File: src/hdl/rne_pkg.sv
// Package: types, constants and control store of the Roman numeral encoder.
`default_nettype none

package rne_pkg;

  localparam int unsigned ValueW  = 12;
  localparam int unsigned SymW    = 7;
  localparam int unsigned WeightW = 10;
  localparam int unsigned AddrW   = 5;

  localparam logic [ValueW-1:0] ValueMax = 12'd3999;

  localparam logic [SymW-1:0] SymNone = 7'h00;
  localparam logic [SymW-1:0] SymM    = 7'h4D;
  localparam logic [SymW-1:0] SymD    = 7'h44;
  localparam logic [SymW-1:0] SymC    = 7'h43;
  localparam logic [SymW-1:0] SymL    = 7'h4C;
  localparam logic [SymW-1:0] SymX    = 7'h58;
  localparam logic [SymW-1:0] SymV    = 7'h56;
  localparam logic [SymW-1:0] SymI    = 7'h49;

  localparam logic [AddrW-1:0] AddrStart = 5'd0;
  localparam logic [AddrW-1:0] AddrBad   = 5'd19;

  typedef enum logic [1:0] {
    OP_TEST = 2'd0,
    OP_EMIT = 2'd1,
    OP_BAD  = 2'd2
  } op_e;

  typedef struct packed {
    op_e               op;
    logic              pair;
    logic [WeightW-1:0] weight;
    logic [SymW-1:0]    sym;
    logic [AddrW-1:0]   jmp_hit;
    logic [AddrW-1:0]   jmp_miss;
  } ctrl_t;

  function automatic ctrl_t mk(op_e op, logic pair, logic [WeightW-1:0] weight,
                               logic [SymW-1:0] sym, logic [AddrW-1:0] jmp_hit,
                               logic [AddrW-1:0] jmp_miss);
    ctrl_t w;
    w.op       = op;
    w.pair     = pair;
    w.weight   = weight;
    w.sym      = sym;
    w.jmp_hit  = jmp_hit;
    w.jmp_miss = jmp_miss;
    return w;
  endfunction

  function automatic ctrl_t rom_word(logic [AddrW-1:0] addr);
    ctrl_t w;
    unique case (addr)
      5'd0:    w = mk(OP_TEST, 1'b0, 10'd1000, SymM, 5'd0,  5'd1);
      5'd1:    w = mk(OP_TEST, 1'b1, 10'd900,  SymC, 5'd2,  5'd3);
      5'd2:    w = mk(OP_EMIT, 1'b0, 10'd0,    SymM, 5'd1,  5'd1);
      5'd3:    w = mk(OP_TEST, 1'b0, 10'd500,  SymD, 5'd3,  5'd4);
      5'd4:    w = mk(OP_TEST, 1'b1, 10'd400,  SymC, 5'd5,  5'd6);
      5'd5:    w = mk(OP_EMIT, 1'b0, 10'd0,    SymD, 5'd4,  5'd4);
      5'd6:    w = mk(OP_TEST, 1'b0, 10'd100,  SymC, 5'd6,  5'd7);
      5'd7:    w = mk(OP_TEST, 1'b1, 10'd90,   SymX, 5'd8,  5'd9);
      5'd8:    w = mk(OP_EMIT, 1'b0, 10'd0,    SymC, 5'd7,  5'd7);
      5'd9:    w = mk(OP_TEST, 1'b0, 10'd50,   SymL, 5'd9,  5'd10);
      5'd10:   w = mk(OP_TEST, 1'b1, 10'd40,   SymX, 5'd11, 5'd12);
      5'd11:   w = mk(OP_EMIT, 1'b0, 10'd0,    SymL, 5'd10, 5'd10);
      5'd12:   w = mk(OP_TEST, 1'b0, 10'd10,   SymX, 5'd12, 5'd13);
      5'd13:   w = mk(OP_TEST, 1'b1, 10'd9,    SymI, 5'd14, 5'd15);
      5'd14:   w = mk(OP_EMIT, 1'b0, 10'd0,    SymX, 5'd13, 5'd13);
      5'd15:   w = mk(OP_TEST, 1'b0, 10'd5,    SymV, 5'd15, 5'd16);
      5'd16:   w = mk(OP_TEST, 1'b1, 10'd4,    SymI, 5'd17, 5'd18);
      5'd17:   w = mk(OP_EMIT, 1'b0, 10'd0,    SymV, 5'd16, 5'd16);
      5'd18:   w = mk(OP_TEST, 1'b0, 10'd1,    SymI, 5'd18, 5'd18);
      default: w = mk(OP_BAD,  1'b0, 10'd0,    SymNone, AddrBad, AddrBad);
    endcase
    return w;
  endfunction

endpackage

`default_nettype wire

File: src/hdl/rne_in_if.sv
// Interface: request channel carrying the integer to encode.
`default_nettype none

interface rne_in_if;
  logic                       valid;
  logic                       ready;
  logic [rne_pkg::ValueW-1:0] value;

  modport source (output valid, output value, input ready);
  modport sink   (input valid, input value, output ready);
endinterface

`default_nettype wire

File: src/hdl/rne_out_if.sv
// Interface: result channel carrying one numeral character per request.
`default_nettype none

interface rne_out_if;
  logic                     valid;
  logic                     ready;
  logic [rne_pkg::SymW-1:0] symbol;
  logic                     last;
  logic                     invalid;

  modport source (output valid, output symbol, output last, output invalid, input ready);
  modport sink   (input valid, input symbol, input last, input invalid, output ready);
endinterface

`default_nettype wire

File: src/hdl/roman_numeral_encoder.sv
// Top level: microcoded integer to Roman numeral encoder.
//
// Usage:
//   in_i carries one integer (value) per request. While a numeral is being
//   produced in_i.ready is low; it rises again once the final character has
//   moved into the output register.
//   out_o carries one ASCII character per request, last marking the final one.
//   A value of 0 or above 3999 gives a single request with symbol 0, last 1
//   and invalid 1.
//   Timing: the sequencer reads one control word per cycle from its control
//   store, unless an emitting word waits for the output register. A word
//   either emits a character or tests a weight that does not fit and jumps
//   on. A value gives 15 characters at most; no new request is taken until
//   its final character is in the output register.
//   When the receiver stalls, the output register holds its character and the
//   sequencer holds on a word that emits; nothing is dropped.
//   Reset clears the sequencer and the output valid; the block comes up idle.
`default_nettype none

module roman_numeral_encoder (
  input  wire         clk_i,
  input  wire         rst_ni,
  rne_in_if.sink      in_i,
  rne_out_if.source   out_o
);

  logic                           busy_q, busy_d;
  logic [rne_pkg::AddrW-1:0]      pc_q, pc_d;
  logic [rne_pkg::ValueW-1:0]     n_q, n_d;
  logic                           out_valid_q, out_valid_d;
  logic [rne_pkg::SymW-1:0]       sym_q;
  logic                           last_q;
  logic                           bad_q;

  rne_pkg::ctrl_t                 cw;
  logic [rne_pkg::ValueW:0]       diff;
  logic                           hit;
  logic                           emit;
  logic                           emit_last;
  logic                           slot_free;
  logic                           advance;
  logic                           in_acc;
  logic                           in_ok;

  assign cw        = rne_pkg::rom_word(pc_q);
  assign diff      = {1'b0, n_q} - {3'b000, cw.weight};
  assign hit       = ~diff[rne_pkg::ValueW];
  assign slot_free = ~out_valid_q | out_o.ready;

  always_comb begin
    emit      = 1'b0;
    emit_last = 1'b0;
    unique case (cw.op)
      rne_pkg::OP_TEST: begin
        emit      = hit;
        emit_last = ~cw.pair & (diff[rne_pkg::ValueW-1:0] == '0);
      end
      rne_pkg::OP_EMIT: begin
        emit      = 1'b1;
        emit_last = (n_q == '0);
      end
      rne_pkg::OP_BAD: begin
        emit      = 1'b1;
        emit_last = 1'b1;
      end
      default: begin
        emit      = 1'b0;
        emit_last = 1'b0;
      end
    endcase
  end

  assign advance    = busy_q & (~emit | slot_free);
  assign in_i.ready = ~busy_q;
  assign in_acc     = in_i.valid & ~busy_q;
  assign in_ok      = (in_i.value != '0) & (in_i.value <= rne_pkg::ValueMax);

  always_comb begin
    busy_d      = busy_q;
    pc_d        = pc_q;
    n_d         = n_q;
    out_valid_d = out_valid_q & ~out_o.ready;
    if (in_acc) begin
      busy_d = 1'b1;
      n_d    = in_i.value;
      pc_d   = in_ok ? rne_pkg::AddrStart : rne_pkg::AddrBad;
    end else if (advance) begin
      if (emit) begin
        out_valid_d = 1'b1;
        pc_d        = cw.jmp_hit;
        if (cw.op == rne_pkg::OP_TEST) begin
          n_d = diff[rne_pkg::ValueW-1:0];
        end
        if (emit_last) begin
          busy_d = 1'b0;
        end
      end else begin
        pc_d = cw.jmp_miss;
      end
    end
  end

  always_ff @(posedge clk_i or negedge rst_ni) begin
    if (!rst_ni) begin
      busy_q      <= 1'b0;
      pc_q        <= rne_pkg::AddrStart;
      out_valid_q <= 1'b0;
    end else begin
      busy_q      <= busy_d;
      pc_q        <= pc_d;
      out_valid_q <= out_valid_d;
    end
  end

  always_ff @(posedge clk_i) begin
    n_q <= n_d;
    if (advance && emit) begin
      sym_q  <= (cw.op == rne_pkg::OP_BAD) ? rne_pkg::SymNone : cw.sym;
      last_q <= emit_last;
      bad_q  <= (cw.op == rne_pkg::OP_BAD);
    end
  end

  assign out_o.valid   = out_valid_q;
  assign out_o.symbol  = sym_q;
  assign out_o.last    = last_q;
  assign out_o.invalid = bad_q;

  a_bad_form: assert property (@(posedge clk_i) disable iff (!rst_ni)
    out_valid_q && bad_q |-> last_q && (sym_q == rne_pkg::SymNone))
    else $error("invalid result must be a lone empty character");

  a_good_sym: assert property (@(posedge clk_i) disable iff (!rst_ni)
    out_valid_q && !bad_q |-> (sym_q != rne_pkg::SymNone))
    else $error("valid result carries no character");

  a_accept_busy: assert property (@(posedge clk_i) disable iff (!rst_ni)
    in_acc |=> busy_q)
    else $error("sequencer not started after request");

  a_pc_range: assert property (@(posedge clk_i) disable iff (!rst_ni)
    busy_q |-> (pc_q <= rne_pkg::AddrBad))
    else $error("step counter outside control store");

  a_rem_range: assert property (@(posedge clk_i) disable iff (!rst_ni)
    busy_q && (pc_q != rne_pkg::AddrBad) |-> (n_q <= rne_pkg::ValueMax))
    else $error("remainder out of range");

endmodule

`default_nettype wire

File: src/flat_wrapper.sv
// flat-port wrapper written by rule: the top's interface ports become plain ports
module roman_numeral_encoder_flat 
  (clk_i, rst_ni, in_i_valid, in_i_value, in_i_ready, out_o_valid, out_o_symbol, out_o_last, out_o_invalid, out_o_ready);
  rne_in_if in_i_i ();
  rne_out_if out_o_i ();
  input  wire clk_i;
  input  wire rst_ni;
  input wire logic [$bits(in_i_i.valid)-1:0] in_i_valid;
  input wire logic [$bits(in_i_i.value)-1:0] in_i_value;
  output wire logic [$bits(in_i_i.ready)-1:0] in_i_ready;
  output wire logic [$bits(out_o_i.valid)-1:0] out_o_valid;
  output wire logic [$bits(out_o_i.symbol)-1:0] out_o_symbol;
  output wire logic [$bits(out_o_i.last)-1:0] out_o_last;
  output wire logic [$bits(out_o_i.invalid)-1:0] out_o_invalid;
  input wire logic [$bits(out_o_i.ready)-1:0] out_o_ready;
  assign in_i_i.valid = in_i_valid;
  assign in_i_i.value = in_i_value;
  assign in_i_ready = in_i_i.ready;
  assign out_o_valid = out_o_i.valid;
  assign out_o_symbol = out_o_i.symbol;
  assign out_o_last = out_o_i.last;
  assign out_o_invalid = out_o_i.invalid;
  assign out_o_i.ready = out_o_ready;
  roman_numeral_encoder u_core (.clk_i(clk_i), .rst_ni(rst_ni), .in_i(in_i_i), .out_o(out_o_i));
endmodule
File: config.mk
export PLATFORM = sky130hd
export DESIGN_NAME = roman_numeral_encoder_flat
export DESIGN_NICKNAME = d
export VERILOG_FILES = /design/src/hdl/rne_pkg.sv /design/src/hdl/rne_in_if.sv /design/src/hdl/rne_out_if.sv /design/src/hdl/roman_numeral_encoder.sv /design/src/flat_wrapper.sv
export SDC_FILE = /design/constraint.sdc
export NUM_CORES = 1
export LEC_CHECK = 0
export BUFFER_PORTS_ARGS = -buffer_cell sky130_fd_sc_hd__buf_2
export CAP_MARGIN = 30
export CORE_AREA = 2 2 73 75
export CTS_CLUSTER_DIAMETER = 60
export CTS_CLUSTER_SIZE = 28
export DETAILED_ROUTE_END_ITERATION = 7
export DIE_AREA = 0 0 75 77
export PLACE_DENSITY = 0.78
export SYNTH_ARGS = -nofsm -noshare
export SYNTH_HDL_FRONTEND = slang
export SYNTH_SLANG_ARGS = --single-unit
File: constraint.sdc
create_clock -name clk_i -period 4.3 [get_ports clk_i]
set_input_delay 0.645 -clock clk_i [delete_from_list [all_inputs] [get_ports clk_i]]
set_output_delay 0.645 -clock clk_i [all_outputs]
set_load 0.005 [all_outputs]
Yosys cells after proc, flatten, opt, wreduce, memory -nomap -nowiden
Memories as Yosys holds them, arrays and structs flattened.
Index checks and enable logic that the tools add are counted.
Storage, ports and cells
  bits in registers: 28
  memory bits (read-only): 928
  input port bits: 16
  output and inout port bits: 11
  word-level logic and storage cells: 54
  memories: 1
Operators by class
  add/subtract/negate cells: 1
  magnitude comparators: 1
  equal/unequal tests: 2
  multiplexer cells: 17
  bitwise operators: 13
  reductions and logical operators: 12
Memory list
  (no name shown): depth 32, bits a word 29, rd ports 1, clocked after memory_dff 0, write ports 0, RTL line rne_pkg.sv:55  | unique case (addr)
Operators with widths (number)
  $mux 12: 4
  $logic_not 12->1: 2
  $mux 5: 4
  $sub 12x10->13: 1
  $le 12x12->1 const B: 1
  $reduce_bool 12->1: 1
  $reduce_bool 2->1: 4
  $mux 1: 7
  $not 1->1: 6
  $reduce_and 3->1: 2
  $and 1x1->1: 5
  $pmux 1 s3: 1
  $eq 2x1->1 const B: 1
  $eq 2x2->1 const B: 1
  $logic_not 2->1: 1
  $or 1x1->1: 2
  $pmux 1 s2: 1
  $reduce_or 2->1: 1
  $logic_and 1x1->1: 1

Longest topological paths before layout
Gate-level depths: netlist (run 1).
An unclocked memory read counts as a cell.
  word-level depth: 9
  depth in mapped cells: 16
  mapped depth without buffers: 15

Worst setup path after synthesis (run 1)
Ideal clock, no wire load.
  path kind: register to register
  start point: reg u_core.pc_q[4] (netlist bit)
  end point: reg u_core.n_q[0] (netlist bit) (enable)
  setup time: 0.346 ns
  arrival time: 3.364 ns
  data required time: 3.954 ns
  setup slack: 0.589 ns
  stages on the path, launching flop included: 14
  buffers on the path: 4
  period minus slack after synthesis: 3.711 ns
  cells stage by stage: dfrtp_1 -> clkbuf_1 -> clkbuf_1 -> clkbuf_1 -> o31ai_1 -> ha_1 -> fa_1 -> nand2b_1 -> a21o_2 -> a21boi_0 -> o41a_1 -> buf_6 -> and3_2 -> a21o_1
Between the ends
  cells in the longest elaborated chain, start to end: 9
  elaborated cells on any way between the ends: 15
  those cells by class: add/sub: 1; eq/ne: 2; mux: 1; bitwise: 4; reduce/logical: 6; memory: 1
Ends and longest elaborated chain
  start: declaration: RTL line roman_numeral_encoder.sv:28  | logic [rne_pkg::AddrW-1:0] pc_q, pc_d;
  start signal: assignment: RTL line roman_numeral_encoder.sv:106  | pc_q <= rne_pkg::AddrStart;
  start signal: assignment: RTL line roman_numeral_encoder.sv:110  | pc_q <= pc_d;
  $mem_v2 32x29 *
  $sub 12x10->13, or another cell as far along: RTL line roman_numeral_encoder.sv:46  | assign diff = {1'b0, n_q} - {3'b000, cw.weight};
  $not 1->1 / $reduce_or 2->1 (equally long branches)
  $pmux 1 s2: RTL line roman_numeral_encoder.sv:53  | unique case (cw.op)
  $not 1->1: RTL line roman_numeral_encoder.sv:73  | assign advance = busy_q & (~emit | slot_free);
  $or 1x1->1: RTL line roman_numeral_encoder.sv:73
  $and 1x1->1: RTL line roman_numeral_encoder.sv:73
  $reduce_bool 2->1 (no line)
  $reduce_and 3->1 (no line) *
  end signal: assignment: RTL line roman_numeral_encoder.sv:116  | n_q <= n_d;
  end: declaration: RTL line roman_numeral_encoder.sv:29  | logic [rne_pkg::ValueW-1:0] n_q, n_d;
Mark *: on every way between the ends. The rest lies on a longest branch, timed or not.
A chain may end at the register's enable or synchronous reset.

Worst setup path after layout (run 1)
  start point: reg u_core.pc_q[0] (netlist bit)
  end point: reg u_core.n_q[8] (netlist bit) (enable)
Same word-level chain as after synthesis.

==> results.txt, run 1 <==
Initial antenna violation count = 0
Port Buffers = 25
Setup TNS = 0 ns
Top cells by area, synth = edfxtp_1 21%, ha_1 9.9%, dfrtp_1 6.1%, nand2_1 5.2%, nor2_1 4.3%
XOR/XNOR Fraction of Synth Area = 0.01514
Post-layout util = 0.6154
GRT Overall Usage = 0.2749
Post-synth top area cell = edfxtp_1
Pre-Repair DR Iteration Count = 5
Max FO, Critical Path = 12
First-pass GRT wire length = 12340 um
Share of the yosys chip area belonging to registers = 0.2682
Die area = 5775 um^2
Status = finished, final reports clean
Final Instance Area = 3063 um^2
Final wirelength = 7639 um
Post-cts resize count = 0
DRC viols = 0
Die Wd = 75 um
Setup violators final = 0
H-tree Lvls = 1
N_diodes = 0
Nets = 405
Clock sink total = 27
Drt wl/cell = 17.60 um
Share of cells above drive strength 1 = 0.1538
Placed cells = 430
Clock root buffer = clkbuf_8
Placed Area = 3018 um^2
CP Data Arrival Time = 3.72 ns
Endpoints failing hold = 0
Setup Buffers After CTS = 0
Initial DRC count = 328
Largest net degree at the start of global routing = 27
Post-Syn Area per Cell = 8.385 um^2
CTS buffer count = 3
CTS tree = yes
Grt ovf = 0
Complex-gate fraction of the synthesized area = 0.2768
Max-capacitance violation count = 0
Fin cells = 434
Skew final = 0.005908 ns
Core area = 4977 um^2
Async S/R FF share, synth = 0.2593
Final GP Congestion = 0.9712
Tmin final = 3.800 ns
Routed Antenna Nets = 0
Max-slew violations = 0
Ys flop type = edfxtp_1
Clk_lat worst skew = 0.28 ns
Die Ht = 77 um
EDFF count, synth = 20
Startpoint types = flop
Worst setup EP type = flop
CP required = 4.22 ns
RSZ-0062 raised after global routing = false
Number of synthesis warnings = 0
Clock Pin Slew Worst Setup and Hold Paths = 0.09 ns
Period utilisation layout = 0.8837
Synthesis-to-finish area growth = 5.882%
Synth Area in Simple Gates = 0.2344
Worst slew pin tran = 0.8024 ns
WS Path Type = flop to flop
Rows = 26
Synth Cell Area = 2893 um^2
Count of cell types in the netlist = 72
Hold Crit Class = input pin to asynchronous set/reset pin
Io pins = 27
Mux share of post-synthesis cell area = 0.02465
Synth Register Bits = 27
Largest family of logic cells by synthesized area = compound AO/OA/AOI/OAI gates
Relative slew margins = 0.4651
Vias in the first global route = 2594
CTS Buffer Depth = 2
Adder-Cell Fraction of Synth Area = 0.1064
Max Fclk = 0.2632 GHz
Post-synthesis net count = 385
Vias = 2782
Final HPWL DP = 5966 um
Initial Utilization = 0.5812
Cts hold-fix bufs = 0
Top cell type's share of synthesized area = 0.2076
Synthesized instance count = 345
Routed vias/inst = 6.410
[layout make-up]
cell class | count | area (um^2)
Clock buffer | 4 | 45.04
Inverter | 13 | 48.80
Tap cell | 70 | 87.58
Multi-Input combinational cell | 285 | 1906
Timing Repair Buffer | 35 | 200.2
Sequential cell | 27 | 775.7
Fill cell | 464 | 1914
[placed cells by master, fill, tap and decap left out, drive strengths merged, types with 4 or more instances in the layout]
cell	netlist	final
a211oi	8	8
a21o	6	6
a21oi	22	22
a22oi	8	8
buf	6	35
clkbuf	14	4
dfrtp	7	7
edfxtp	20	20
ha	23	23
inv	13	13
mux2i	6	6
nand2	40	40
nand2b	7	7
nand3	8	8
nor2	33	33
nor2b	8	8
nor3	7	7
nor3b	4	4
nor4	5	5
o211ai	5	5
o21a	6	6
o21ai	22	22
o31ai	4	4
or2b	4	4
xnor2	4	4
[synthesized netlist by cell type (6+ instances only)]
library cell,count
nand2_1,40
nor2_1,33
ha_1,23
a21oi_1,22
o21ai_0,21
edfxtp_1,20
inv_1,13
a22oi_1,8
clkbuf_1,8
nand3_1,8
nor2b_1,8
a211oi_1,7
dfrtp_1,7
nand2b_1,7
nor3_1,7
clkbuf_8,6
mux2i_1,6
o21a_1,6
[flip-flops by register name (all words and copies together) (netlist names)]
name	cells
u_core.out_o.valid	1
u_core.out_o.symbol	6
u_core.out_o.last	1
u_core.out_o.invalid	1
u_core.busy_q	1
u_core.n_q	12
u_core.pc_q	5
[path summary, 6_finish.rpt]
check | startpoint | depth (start not counted) | slack, ns | to
min | rst_ni | 1 | 0.19 | u_core.pc_q[3]$_DFFE_PN0P_
max reg2reg | u_core.pc_q[0]$_DFFE_PN0P_ | 12 | 0.50 | u_core.n_q[8]$_DFFE_PP_
max in group asynchronous | rst_ni | 1 | 3.95 | u_core.pc_q[1]$_DFFE_PN0P_
max | u_core.pc_q[0]$_DFFE_PN0P_ | 12 | 0.50 | u_core.n_q[8]$_DFFE_PP_
min reg2reg | u_core.out_o.valid$_DFF_PN0_ | 2 | 0.58 | u_core.out_o.valid$_DFF_PN0_
min in group clk_i | u_core.out_o.valid$_DFF_PN0_ | 2 | 0.58 | u_core.out_o.valid$_DFF_PN0_
[cell families after synthesis]
| kind of cell | count (synthesis) |
|---|---|
| compound gates | 113 |
| xor+xnor | 5 |
| fa+ha+maj | 24 |
| buf+inv | 33 |
| flops | 27 |
| mux | 7 |
| other cells | 1 |
| simple gates | 135 |
[worst max-delay path, stage by stage, from the launching register on]
cell,delay [ns]
dfrtp_1,0.56
inv_1,0.24
ha_1,0.43
xnor2_1,0.19
a22oi_1,0.08
or2_2,0.32
ha_1,0.32
o211ai_1,0.14
a21o_2,0.23
a21boi_0,0.16
o41a_1,0.16
and3_2,0.20
a21o_1,0.43
[per-stage QoR]
step | hold slack, ns | worst slack, ns
6_report | 0.1906 | 0.4999
2_1_floorplan | 0.3494 | 0.5891
5_1_grt | 0.1888 | 0.2662
4_1_cts | 0.1944 | 0.5499
3_5_place_dp | 0.4897 | 0.5758
3_3_place_gp | 0.4898 | 0.6961
[routing by layer]
metal,track usage,share of wire
met5,0,0
met4,0.09286,0.031
met3,0.03679,0.057
met2,0.4728,0.49
met1,0.3449,0.42
Power of run 1 is not shown: default switching activity piles up to over one toggle a cycle in this logic, so the estimate is an artifact.
==> run 2, diff against run 1 <==
Settings changed: BUFFER_PORTS_ARGS -buffer_cell sky130_fd_sc_hd__buf_2 to -buffer_cell sky130_fd_sc_hd__buf_4.
==> results.txt, run 2 (synthesis results as in run 1) <==
Status = finished, final reports clean
Skew final = 0.008548 ns
CTS tree = yes
Port Buffers = 25
N_diodes = 0
Setup Buffers After CTS = 0
CP bufs+invs = 2
Commonest non-fill, non-tap cell in the layout = nand2_1
Post-cts resize count = 0
Io pins = 27
Largest Register = u_core.n_q
Largest register FFs = 12
Crit-path cells = inv_1 > ha_1 > and2_1 > o21ai_0 > a21o_1 > inv_1 > fa_1 > nand2b_1 > a21o_2 > a21boi_0 > o41a_1 > and3_2 > a21o_1
GRT Overall Usage = 0.2758
Rows = 26
CTS buffer count = 3
RSZ-0062 raised after global routing = false
CP Data Arrival Time = 3.79 ns
Tmin final = 3.864 ns
Initial antenna violation count = 0
Period utilisation layout = 0.8986
Cts hold-fix bufs = 0
Worst path slowest cell = dfrtp_1
Largest net degree at the start of global routing = 25
CP top delay family = compound AO/OA/AOI/OAI gates
Vias = 2841
Setup TNS = 0 ns
Max FO, Critical Path = 12
Clk_lat worst skew = 0.28 ns
Initial DRC count = 370
Most frequent cells in the layout = 40 x nand2_1, 34 x buf_4, 33 x nor2_1
Initial Utilization = 0.5812
Max incr delay on CP = 0.56 ns
Drt wl/cell = 17.95 um
Max-capacitance violation count = 0
Share of cells above drive strength 1 = 0.1543
Endpoints failing hold = 0
Die Ht = 77 um
Final HPWL DP = 5973 um
Worst slew pin tran = 0.7800 ns
CP required = 4.23 ns
Die Wd = 75 um
Hold Crit Class = input pin to asynchronous set/reset pin
Max Fclk = 0.2588 GHz
Grt ovf = 0
Clock sink total = 27
Final wirelength = 7771 um
Nets = 404
H-tree Lvls = 1
DRC viols = 0
First-pass GRT wire length = 12480 um
Vias in the first global route = 2591
Synthesis-to-finish area growth = 7.829%
Max-slew violations = 0
Clock root buffer = clkbuf_8
WS Path Type = flop to flop
Routed Antenna Nets = 0
Pre-Repair DR Iteration Count = 5
Fill count = 459
Clock Pin Slew Worst Setup and Hold Paths = 0.10 ns
Worst setup EP type = flop
Setup violators final = 0
Final GP Congestion = 0.9486
Core area = 4977 um^2
Routed vias/inst = 6.561
Relative slew margins = 0.4800
Startpoint types = flop
Die area = 5775 um^2
CTS Buffer Depth = 2
==> run 2: cell count changes in the layout (fill, tap and decap cells not counted) <==
cell and change:
buf_2 -25, buf_4 +24, clkbuf_1 -1, clkinv_2 +1
==> run 2: final timing paths <==
kind | startpoint | endpoint | slack, ns | cells past startpoint
setup / recovery | u_core.pc_q[0]$_DFFE_PN0P_ | u_core.n_q[4]$_DFFE_PP_ | 0.44 | 13
hold / removal | rst_ni | u_core.pc_q[0]$_DFFE_PN0P_ | 0.17 | 1
setup reg to reg | u_core.pc_q[0]$_DFFE_PN0P_ | u_core.n_q[4]$_DFFE_PP_ | 0.44 | 13
hold reg to reg | u_core.out_o.valid$_DFF_PN0_ | u_core.out_o.valid$_DFF_PN0_ | 0.62 | 2
max in group asynchronous | rst_ni | u_core.pc_q[1]$_DFFE_PN0P_ | 4.01 | 1
min in group clk_i | u_core.out_o.valid$_DFF_PN0_ | u_core.out_o.valid$_DFF_PN0_ | 0.62 | 2
==> run 2: layer usage <==
metal / up-vias / GRT usage / routed length [um]
li1: 1326 / - / -
met1: 1341 / 0.3716 / 3173
met2: 141 / 0.4509 / 3778
met3: 33 / 0.01840 / 482
met4: 0 / 0.1107 / 337
met5: - / 0 / 0
==> run 2: area by class of cell <==
type                            instances  area, um^2  share of cell area
Timing Repair Buffer                   34       255.2             0.08183
Clock buffer                            3       41.29             0.01324
Inverter                               13       48.80             0.01564
Tap cell                               70       87.58             0.02808
Clock inverter                          1       5.005            0.001604
Sequential cell                        27       775.7              0.2487
Multi-Input combinational cell        285        1906              0.6109
==> run 2: metrics by stage <==
step / hold slack (ns) / utilization / area, um^2 / cells / setup WS [ns]
finish: 0.1668 / 0.6267 / 3119 / 433 / 0.4360
global route: 0.1665 / 0.6267 / 3119 / 433 / 0.2262
CTS: 0.1706 / 0.6267 / 3119 / 433 / 0.5109
detailed placement: 0.4673 / 0.6174 / 3073 / 429 / 0.5333
global placement: 0.4689 / 0.6159 / 3065 / 428 / 0.6692
floorplan: 0.3494 / - / 2893 / 345 / 0.5891
Power of run 2 is left out for the same reason.
==> run 3, diff against run 2 <==
--- a/config.mk
+++ b/config.mk
@@ -9,3 +9,4 @@
 export CAP_MARGIN = 30
-export CORE_AREA = 2 2 73 75
+export CORE_AREA = 2 2 72 74
+export CTS_BUF_LIST = sky130_fd_sc_hd__clkbuf_8
 export CTS_CLUSTER_DIAMETER = 60
@@ -13,4 +14,4 @@
 export DETAILED_ROUTE_END_ITERATION = 7
-export DIE_AREA = 0 0 75 77
-export PLACE_DENSITY = 0.78
+export DIE_AREA = 0 0 74 76
+export PLACE_DENSITY = 0.8
 export SYNTH_ARGS = -nofsm -noshare
--- a/constraint.sdc
+++ b/constraint.sdc
@@ -3,2 +3,2 @@
 set_output_delay 0.645 -clock clk_i [all_outputs]
-set_load 0.005 [all_outputs]
+set_load 0.02 [all_outputs]
==> results.txt, run 3 (synthesis results as in run 1) <==
Status = finished, final reports clean
CP top delay family = compound AO/OA/AOI/OAI gates
Endpoints failing hold = 0
Routed vias/inst = 6.403
Commonest non-fill, non-tap cell in the layout = nand2_1
Final HPWL DP = 5777 um
Setup violators final = 0
Clock sink total = 27
Fill count = 425
Setup Buffers After CTS = 0
Worst path slowest cell = dfrtp_1
Final wirelength = 7581 um
Largest net degree at the start of global routing = 32
Clock root buffer = clkbuf_8
Crit-path cells = inv_1 > ha_1 > and2_1 > o21ai_0 > a21o_1 > inv_1 > fa_1 > nand2b_1 > a21o_2 > a21boi_0 > o41a_1 > and3_2 > a21o_1
Clock Pin Slew Worst Setup and Hold Paths = 0.10 ns
Max-slew violations = 0
Drt wl/cell = 17.55 um
Port Buffers = 25
Share of cells above drive strength 1 = 0.1519
Die Ht = 76 um
H-tree Lvls = 1
RSZ-0062 raised after global routing = false
Cells on worst reg2reg path = 13
CP Data Arrival Time = 3.95 ns
First-pass GRT wire length = 12680 um
Pre-Repair DR Iteration Count = 4
Max FO, Critical Path = 12
Largest register FFs = 12
Relative slew margins = 0.4861
Vias in the first global route = 2680
Max-capacitance violation count = 0
Core area = 4912 um^2
GRT Overall Usage = 0.2853
Final GP Congestion = 0.9153
Worst slew pin tran = 0.7709 ns
FF-to-FF Start = u_core.pc_q[0]$_DFFE_PN0P_
Vias = 2766
Worst setup EP type = flop
Area occupied by multi-input gates = 1906 um^2
Routed Antenna Nets = 0
Die Wd = 74 um
Cts hold-fix bufs = 0
CP required = 4.24 ns
Nets = 403
Post-cts resize count = 0
Initial DRC count = 343
Largest Register = u_core.n_q
Clk_lat worst skew = 0.28 ns
Startpoint types = flop
WS Path Type = flop to flop
Max incr delay on CP = 0.55 ns
CTS Buffer Depth = 2
CTS tree = yes
Initial antenna violation count = 0
CP bufs+invs = 2
Grt ovf = 0
Rows = 26
Initial Utilization = 0.5889
Setup TNS = 0 ns
Io pins = 27
CTS buffer count = 3
Tmin final = 4.015 ns
R2R Path End = u_core.n_q[8]$_DFFE_PP_
Synthesis-to-finish area growth = 7.569%
Most frequent cells in the layout = 40 x nand2_1, 33 x nor2_1, 33 x buf_4
Hold slack = 0.1519 ns
Die area = 5624 um^2
Skew final = 0.003652 ns
Max Fclk = 0.2490 GHz
Worst path depth = 13
DRC viols = 0
Flop-to-flop setup slack = 0.28 ns
Hold Crit Class = input pin to asynchronous set/reset pin
Flip-flop and latch area = 775.7 um^2
N_diodes = 0
Period utilisation layout = 0.9338
run 3: worst max path at each step:
stage / start / endpoint
4_1_cts: u_core.pc_q[0]$_DFFE_PN0P_ / u_core.n_q[6]$_DFFE_PP_
2_1_floorplan: u_core.pc_q[4]$_DFFE_PN0P_ / u_core.n_q[0]$_DFFE_PP_
6_report: u_core.pc_q[0]$_DFFE_PN0P_ / u_core.n_q[8]$_DFFE_PP_
5_1_grt: u_core.pc_q[0]$_DFFE_PN0P_ / u_core.n_q[6]$_DFFE_PP_
3_3_place_gp: u_core.pc_q[0]$_DFFE_PN0P_ / u_core.n_q[8]$_DFFE_PP_
3_5_place_dp: u_core.pc_q[0]$_DFFE_PN0P_ / u_core.n_q[6]$_DFFE_PP_
run 3: stage by stage:
stage	instance area, um^2	instances	util	setup WS, ns
finish	3112	432	0.6335	0.2845
global route	3112	432	0.6335	0.08069
CTS	3112	432	0.6335	0.3184
detailed placement	3065	428	0.6240	0.3496
global placement	3065	428	0.6240	0.4867
floorplan	2893	345	-	0.5891
run 3: layer usage:
| metal | part of all wire | GRT usage | up-vias | routed length (um) |
|---|---|---|---|---|
| met4 | 0.042 | 0.1582 | 0 | 316 |
| li1 | - | - | 1318 | - |
| met3 | 0.067 | 0.05423 | 27 | 509 |
| met5 | 0 | 0 | - | 0 |
| met2 | 0.49 | 0.4402 | 135 | 3678 |
| met1 | 0.41 | 0.3686 | 1286 | 3076 |
run 3: cell type report:
class	count	area share
multi-input combinational	285	0.6124
sequential	27	0.2493
timing repair buffer	33	0.07961
tap	70	0.02815
inverter	13	0.01568
clock buffer	3	0.01327
clock inverter	1	0.001608
run 3: worst register-to-register path, stage by stage (launching register included):
cell and delay (ns):
dfrtp_1 0.55, inv_1 0.23, ha_1 0.30, and2_1 0.19, o21ai_0 0.15, a21o_1 0.15
inv_1 0.06, fa_1 0.42, nand2b_1 0.22, a21o_2 0.22, a21boi_0 0.16, o41a_1 0.16
and3_2 0.38, a21o_1 0.47
Power of run 3 is left out for the same reason.
